## src/rtl/salc_pkg.sv

```systemverilog
package salc_pkg;

  // Default geometry
  localparam int DEF_MAX_SET_BITS = 6;
  localparam int DEF_MAX_WAYS     = 8;

  // Fixed field widths
  localparam int ADDR_W     = 64;
  localparam int TAG_W      = 64;
  localparam int CNT_W      = 32;
  localparam int CFG_IDX_W  = 2;
  localparam int CFG_DATA_W = 6;
  localparam int SB_W       = 3;
  localparam int BB_W       = 6;
  localparam int WU_W       = 4;
  localparam int SHAMT_W    = 7;

  // Configuration register indexes
  typedef enum logic [CFG_IDX_W-1:0] {
    CFG_SET_BITS   = 2'd0,
    CFG_BLOCK_BITS = 2'd1,
    CFG_WAYS_USED  = 2'd2
  } cfg_idx_t;

  // Access opcodes
  typedef enum logic [1:0] {
    OP_LOAD   = 2'd0,
    OP_STORE  = 2'd1,
    OP_MODIFY = 2'd2
  } opcode_t;

  // Access outcomes
  typedef enum logic [1:0] {
    OUT_HIT   = 2'd0,
    OUT_MISS  = 2'd1,
    OUT_EVICT = 2'd2
  } outcome_t;

  // Input transaction
  typedef struct packed {
    logic [1:0]        opcode;
    logic [ADDR_W-1:0] access_address;
  } in_t;

  // Result transaction
  typedef struct packed {
    logic [1:0]       outcome;
    logic             last_of_item;
    logic [CNT_W-1:0] hit_total;
    logic [CNT_W-1:0] miss_total;
    logic [CNT_W-1:0] eviction_total;
  } out_t;

endpackage

```

## src/rtl/salc_way_ctrl.sv

```systemverilog
module salc_way_ctrl #(
  parameter int MAX_WAYS = 8,
  parameter int AGE_W    = 3
) (
  input  logic [MAX_WAYS-1:0]                       way_use,
  input  logic [salc_pkg::TAG_W-1:0]                tag,
  input  logic [MAX_WAYS-1:0]                       line_valid,
  input  logic [MAX_WAYS-1:0][AGE_W-1:0]            line_age,
  input  logic [MAX_WAYS-1:0][salc_pkg::TAG_W-1:0]  line_tag,
  output logic [MAX_WAYS-1:0]                       new_valid,
  output logic [MAX_WAYS-1:0][AGE_W-1:0]            new_age,
  output logic [MAX_WAYS-1:0][salc_pkg::TAG_W-1:0]  new_tag,
  output salc_pkg::outcome_t                        outcome
);
  import salc_pkg::*;

  localparam int WAY_W = (MAX_WAYS > 1) ? $clog2(MAX_WAYS) : 1;
  localparam logic [AGE_W-1:0] AGE_MAX = AGE_W'(MAX_WAYS - 1);

  logic             hit, empty;
  logic [WAY_W-1:0] hit_way, empty_way, vic_way, target;
  logic [AGE_W-1:0] best, limit;

  // Lookup: first hit, first free way, oldest way
  always_comb begin
    hit       = 1'b0;
    hit_way   = '0;
    empty     = 1'b0;
    empty_way = '0;
    best      = '0;
    vic_way   = '0;
    for (int w = MAX_WAYS - 1; w >= 0; w--) begin
      if (way_use[w] && line_valid[w] && (line_tag[w] == tag)) begin
        hit     = 1'b1;
        hit_way = WAY_W'(w);
      end
      if (way_use[w] && !line_valid[w]) begin
        empty     = 1'b1;
        empty_way = WAY_W'(w);
      end
    end
    // lowest way with the largest age wins a tie
    for (int w = 0; w < MAX_WAYS; w++) begin
      if (way_use[w] && (line_age[w] > best)) begin
        best    = line_age[w];
        vic_way = WAY_W'(w);
      end
    end
  end

  assign target = hit ? hit_way : (empty ? empty_way : vic_way);
  assign limit  = hit ? line_age[target] : AGE_MAX;

  // Row update: age the younger ways, make the target most recent
  always_comb begin
    new_valid = line_valid;
    new_age   = line_age;
    new_tag   = line_tag;
    for (int w = 0; w < MAX_WAYS; w++) begin
      if (way_use[w] && (WAY_W'(w) != target) && line_valid[w] && (line_age[w] < limit)) begin
        new_age[w] = line_age[w] + AGE_W'(1);
      end
    end
    new_age[target]   = '0;
    new_valid[target] = 1'b1;
    new_tag[target]   = tag;
  end

  always_comb begin
    if (hit) begin
      outcome = OUT_HIT;
    end else if (empty) begin
      outcome = OUT_MISS;
    end else begin
      outcome = OUT_EVICT;
    end
  end

endmodule

```

## config.mk

```make
export PLATFORM = sky130hd
export DESIGN_NAME = salc_way_ctrl
export DESIGN_NICKNAME = d
export VERILOG_FILES = /design/src/rtl/salc_pkg.sv /design/src/rtl/salc_way_ctrl.sv
export SDC_FILE = /design/constraint.sdc
export NUM_CORES = 1
export LEC_CHECK = 0
export ABC_CLOCK_PERIOD_IN_PS = 25600
export BUFFER_PORTS_ARGS = -buffer_cell sky130_fd_sc_hd__buf_4
export CAP_MARGIN = 20
export CELL_PAD_IN_SITES_DETAIL_PLACEMENT = 1
export CELL_PAD_IN_SITES_GLOBAL_PLACEMENT = 1
export CORE_AREA = 4 4 449 451
export DETAILED_ROUTE_END_ITERATION = 7
export DIE_AREA = 0 0 453 455
export PLACE_DENSITY_LB_ADDON = 0.1
export SYNTH_ARGS = -nofsm -noshare
export SYNTH_HDL_FRONTEND = slang
export SYNTH_SLANG_ARGS = --single-unit
```

## constraint.sdc

```tcl
create_clock -name vclk -period 25.6
set_input_delay 2.56 -clock vclk [all_inputs]
set_output_delay 2.56 -clock vclk [all_outputs]
set_load 0.1 [all_outputs]
```

# Word-level counts from Yosys, hierarchy flattened
# Cells that the tools add are included.
# totals
regBits	0
input_bits	616
# classes
add_sub_neg	8
magnitude_cmp	18
eq_ne	15
n_mux	68
bitwise	3
reduce_logical	66
# op_table
cell	count
512-bit bitwise mux	1
64-bit == test	8
64-bit demux with 3-bit select	1
3-bit 2-to-1 mux	42
64-bit 2-to-1 mux	1
1-bit logical AND	57
3-bit by 1-bit adder with 3-bit output (second input constant)	8
24-bit bitwise AND	1
3-bit less-than comparator	8
24-bit NOT	1
3-bit > comparator	7
1-bit 2-to-1 mux	18
3-bit inequality test (first input constant)	4
3-bit binary-select mux with 3-bit select	1
3-bit demux with 3-bit select	1
1-bit logical NOT	8
8-bit OR	1
2-bit by 3-bit inequality test with 1-bit output (first input constant)	2
3-bit by 4-bit less-than comparator with 1-bit output (second input constant)	1
2-bit 2-to-1 mux	2
1-bit demux with 3-bit select	1
3-bit by 1-bit >= comparator with 1-bit output (second input constant)	1
3-bit by 1-bit > comparator with 1-bit output (second input constant)	1
1-bit by 3-bit inequality test with 1-bit output (first input constant)	1
3-bit nonzero test	1

# Depth between registers and ports, before layout
# Gate-level depths: netlist of run 1.
# depth
depth_word	33
ltp_mapped	63

# Worst setup path after synthesis of run 1
# Ideal clock, no wire load.
# synth_path
path_kind	in2out
from	input port line_age[1] in the netlist's numbering
to	output port new_age[7] in the netlist's numbering
t_arrival_ns	16.996
required_ns	23.040
slack_ns	6.044
stages	60
path_buffers	3
cell_sequence	clkbuf_1 -> inv_1 -> ha_1 -> a21boi_0 -> nand2_1 -> ha_1 -> and2b_1 -> o31ai_2 -> nor2_1 -> mux2_2 -> ha_1 -> nor2_1 -> nor2_1 -> a221oi_1 -> a221oi_1 -> o32ai_1 -> nor2_1 -> a21oi_1 -> (+24 left out) -> o21ai_0 -> a21oi_1 -> mux2_2 -> ha_1 -> nand3_1 -> nand2_1 -> a21oi_1 -> nor3b_1 -> and4_1 -> or2_4 -> buf_6 -> mux4_2 -> nand3_1 -> buf_4 -> a31oi_1 -> or3_1 -> and3_1 -> nor4_1
# synth_lines
item	line	source
start: declaration	salc_way_ctrl.sv:8	input logic [MAX_WAYS-1:0][AGE_W-1:0] line_age,
end: declaration	salc_way_ctrl.sv:11	output logic [MAX_WAYS-1:0][AGE_W-1:0] new_age,

==> results.toml, run 1 <==
[die]
die_h_um = 455
die-area_mm2 = 0.2061
start_util_pct = 8.637
rows = 163
die_width_um = 453
fp.coreArea_mm2 = 0.1972
io-pin-count = 1162

[placement]
place.gp.congestion = 0.8740
detailed_place_hpwl_mm = 229.6
io_buffer_count = 1162
place_ws_ns = 5.364

[global_routing]
grt_max_degree = 91
antenna_found_initial = 82
grt_first_pass_wirelength_mm = 340.6
gr-total-overflow = 0
grt_pass1_vias = 28344
track_usage_pct = 25.65

[drt]
dr.pass1.iters = 5
drcViolationCount = 0
wl_mm = 279.2
drtIter0Drc = 2200
drt-wirelength-per-cell_um = 42.89
vias_per_cell = 4.179
ant_nets = 0
num_vias = 27200

[yosys]
synth-simple-area-share_pct = 42.93
synth_area_leader_cell = "nand2_1"
synth.top_cell.area_share_pct = 16.15
yosysWarnings = 0
synth_xor_area_share_pct = 19.90
syn-instance-count = 2803
synth_top_family_by_area = "simple AND/OR/NAND/NOR gates"
synth_area_mm2 = 0.01703
synth_compound_area_share_pct = 15.90
synthAdderAreaFrac_pct = 1.675
synth_fp_nets = 3441
synth_mux_area_share_pct = 12.58
seq_area_frac_synth_pct = 0
syn_area_per_cell_um2 = 6.077
synth.area.top_cells = "nand2_1 16%, mux2_2 12%, xnor2_1 11%"
ys_types = 92

[final_layout]
seq_cells = 0
seqCellArea_um2 = 0
num-clock-buffers = 0
filler_cell_count = 24106
multi_input_area_mm2 = 0.01594
area_growth_pct = 70.04
final_layout_size_suffix_gt1_share_pct = 38.85
layout.nets = 4460

[worst_hold_path]
hold_class = "input port to output port"

[critical_path]
worstPathArrival_ns = 17.87
path_class = "input port to output port"
cp-end-kind = "output port"
cpMaxStageDelayCell = "a2111oi_2"
cp_max_fo = 12
critPathRequiredTime_ns = 23.04
cp-start-kind = "input port"
worst_path_most_repeated_cell = "nor2_1"
cp_slowest_stage_delay_ns = 0.67

[timing]
min_period_ns = 20.43
final_hold_viol_count = 0
rsz0062_at_grt = "false"
post-route-period-util_pct = 79.80
fin_ws_ns = 5.171
relSlewSlack_pct = 31.63
slew_viol_final = 0
timing.fmax_mhz = 48.95
setup_viol = 0
tightestPinTransition_ns = 1.026
tns_ns = 0

[clocking]
cts_resized = 0
cts_hold_buf = 0
cts_setup_buffers = 0

[flow_run]
max_cap_viol_count = 0

[status]
outcome = "completed"
## stage by stage
step           utilization (%)  hold WS, ns  cell area, um2  instances
2_1_floorplan                -        5.538           17030       2803
3_3_place_gp             14.62        5.555           28840       6460
3_5_place_dp             14.62        5.554           28840       6460
4_1_cts                  14.62        5.558           28840       6460
5_1_grt                  14.65        5.573           28890       6479
6_report                 14.69        5.555           28960       6509
## area by class of cell
| class | instances | share of cell area [%] |
|---|---|---|
| Antenna cell | 49 | 0.4234 |
| Tap cell | 2640 | 11.40 |
| Inverter | 84 | 1.106 |
| Multi-Input combinational cell | 2500 | 55.03 |
| Timing Repair Buffer | 1236 | 32.04 |
## path summary, 6_finish.rpt
kind,startpoint,endpoint,slack (ns),depth (start not counted)
max,line_age[1],new_age[1],5.17,60
min,line_tag[184],new_tag[184],5.55,4
## worst max-delay path: cells and delay by family
family,cells,cell delay [ns]
AO/OA/AOI/OAI,22,5.91
AND/OR/NAND/NOR,22,4.49
adder cells (fa/ha/maj),9,2.54
multiplexers,4,1.65
buffers and inverters,3,0.62
## synthesized netlist by cell type (45+ instances only)
cell type and count:
xnor2_1 216, nor4_1 118, nand2b_1 99, nand2_1 733, inv_1 82, o21ai_0 221, nor2b_1 115, nor3_1 45
nand4_1 117, clkbuf_1 153, mux2_2 176, nand3_1 53, nor2_1 80, xor2_1 171, a21oi_1 46
## per-layer routing
metal / vias to the layer above / track usage [%] / share of wire [%]
met5: - / 0 / 0.015
met4: 6 / 6.921 / 2.9
met3: 185 / 3.070 / 4.5
met2: 1220 / 47.87 / 52
met1: 13925 / 30.73 / 41
li1: 11864 / - / -
## kinds of logic after synthesis
kind of cell | after synthesis
buf+inv | 303
mux | 187
xor+xnor | 387
fa+ha+maj | 23
simple gates | 1479
compound gates | 424
## cell usage in the layout (no fill, tap or decap), drive strengths merged, types with 99 or more instances in the layout
cell type,count
xnor2,216
mux2,176
xor2,171
nor2b,115
nand4,117
nand2,734
nor4,120
buf,1236
o21ai,221
nand2b,99
==> run 2, diff against run 1 <==
ABC_CLOCK_PERIOD_IN_PS = 18500   (was 25600)
CORE_AREA = 4 4 450 452   (was 4 4 449 451)
DIE_AREA = 0 0 454 456   (was 0 0 453 455)
clock period = 18.5 ns   (was 25.6 ns; I/O delays follow)
==> run 2 against run 1 <==
Compared with the run above:
- via count grew 0.23%
- sequential cell count is the same
- worst hold slack lost 1.4 ns
- utilization grew 0.059 points
- critical path depth grew 1
- global-route usage shrank 0.29 points
- clock-buffer cell count is the same
- non-clock buffer count grew 34
- critical endpoint is now new_age[7]
- highest routed layer unchanged
==> results.toml, run 2 (synthesis results as in run 1) <==
[status]
outcome = "completed"

[drt]
vias_per_cell = 4.167
drtIter0Drc = 2155
wl_mm = 276.7
num_vias = 27263
drt-wirelength-per-cell_um = 42.30
ant_nets = 0
drcViolationCount = 0
dr.pass1.iters = 5

[final_layout]
final_layout_size_suffix_gt1_share_pct = 39.39
layout_common_cells = "1263 x buf_4, 731 x nand2_1, 221 x o21ai_0"
filler_cell_count = 24131
multi_input_area_mm2 = 0.01597
layout.nets = 4494
num-clock-buffers = 0
fin_cells = 6542
final_common_cell = "buf_4"
seq_cells = 0
seqCellArea_um2 = 0
area_growth_pct = 72.13

[global_routing]
grt_pass1_vias = 28666
grt_first_pass_wirelength_mm = 339.6
grt_max_degree = 72
antenna_found_initial = 69
track_usage_pct = 25.35
gr-total-overflow = 0

[timing]
timing.fmax_mhz = 56.95
relSlewSlack_pct = 35.37
tns_ns = 0
slew_viol_final = 0
post-route-period-util_pct = 94.92
final_hold_viol_count = 0
min_period_ns = 17.56
hold_ws_ns = 4.136
tightestPinTransition_ns = 0.9661
setup_viol = 0

[critical_path]
critPathRequiredTime_ns = 16.65
startpoint = "line_age[0]"
endpoint = "new_age[7]"
cp-start-kind = "input port"
worstPathArrival_ns = 15.71
cp-end-kind = "output port"
cp_max_fo = 12
cp_slowest_stage_delay_ns = 0.58
path_class = "input port to output port"
cpMaxStageDelayCell = "mux4_2"

[placement]
place.gp.congestion = 0.8791
io_buffer_count = 1162
dp_cells = 6507
detailed_place_hpwl_mm = 228.6

[die]
fp.coreArea_mm2 = 0.1988
die_h_um = 456
start_util_pct = 8.566
die-area_mm2 = 0.2070
io-pin-count = 1162
rows = 164
die_width_um = 454

[clocking]
cts_hold_buf = 0

[worst_hold_path]
hold_class = "input port to output port"
min-delay-start = "line_tag[189]"

[flow_run]
max_cap_viol_count = 0
run 2: final cells by class:
| class | instances | share of cell area [%] |
|---|---|---|
| diodes | 32 | 0.2731 |
| inverters | 84 | 1.088 |
| multi-input cells | 2500 | 54.49 |
| well taps | 2656 | 11.33 |
| repair buffers | 1270 | 32.82 |
run 2: routing by layer:
layer | wire length (um) | track usage, % | vias up
met3 | 15550 | 3.192 | 215
met4 | 8460 | 6.772 | 12
met5 | 80 | 0 | -
met1 | 111900 | 30.83 | 13920
met2 | 140800 | 46.43 | 1215
li1 | - | - | 11901
run 2: worst min path at each step:
stage,to,slack [ns],cells past startpoint
2_1_floorplan,new_valid[4],4.12,1
3_3_place_gp,new_tag[189],4.14,4
3_5_place_dp,new_tag[168],4.14,4
4_1_cts,new_tag[189],4.14,4
5_1_grt,new_tag[141],4.16,4
6_report,new_tag[189],4.14,4
run 2: critical path, delay by kind of cell:
kind	cells	cell delay, ns
compound gates	20	4.18
fa+ha+maj	9	2.60
buf+inv	4	0.89
mux	4	1.63
simple gates	24	4.53
run 2: stage by stage:
| stage | worst slack (ns) | util, % | instance area, um2 |
|---|---|---|---|
| floorplan | 0.3638 | - | 17030 |
| global placement | 0.2974 | 14.66 | 29150 |
| detailed placement | 0.3429 | 14.66 | 29150 |
| CTS | 0.2866 | 14.66 | 29150 |
| global route | -0.03852 | 14.72 | 29260 |
| finish | 0.9399 | 14.74 | 29320 |
run 2: timing repair:
item | 4_1_cts | 5_1_grt
buffers inserted | 0 | 3
gates resized for setup | 0 | 12
setup endpoints to repair | 0 | 449
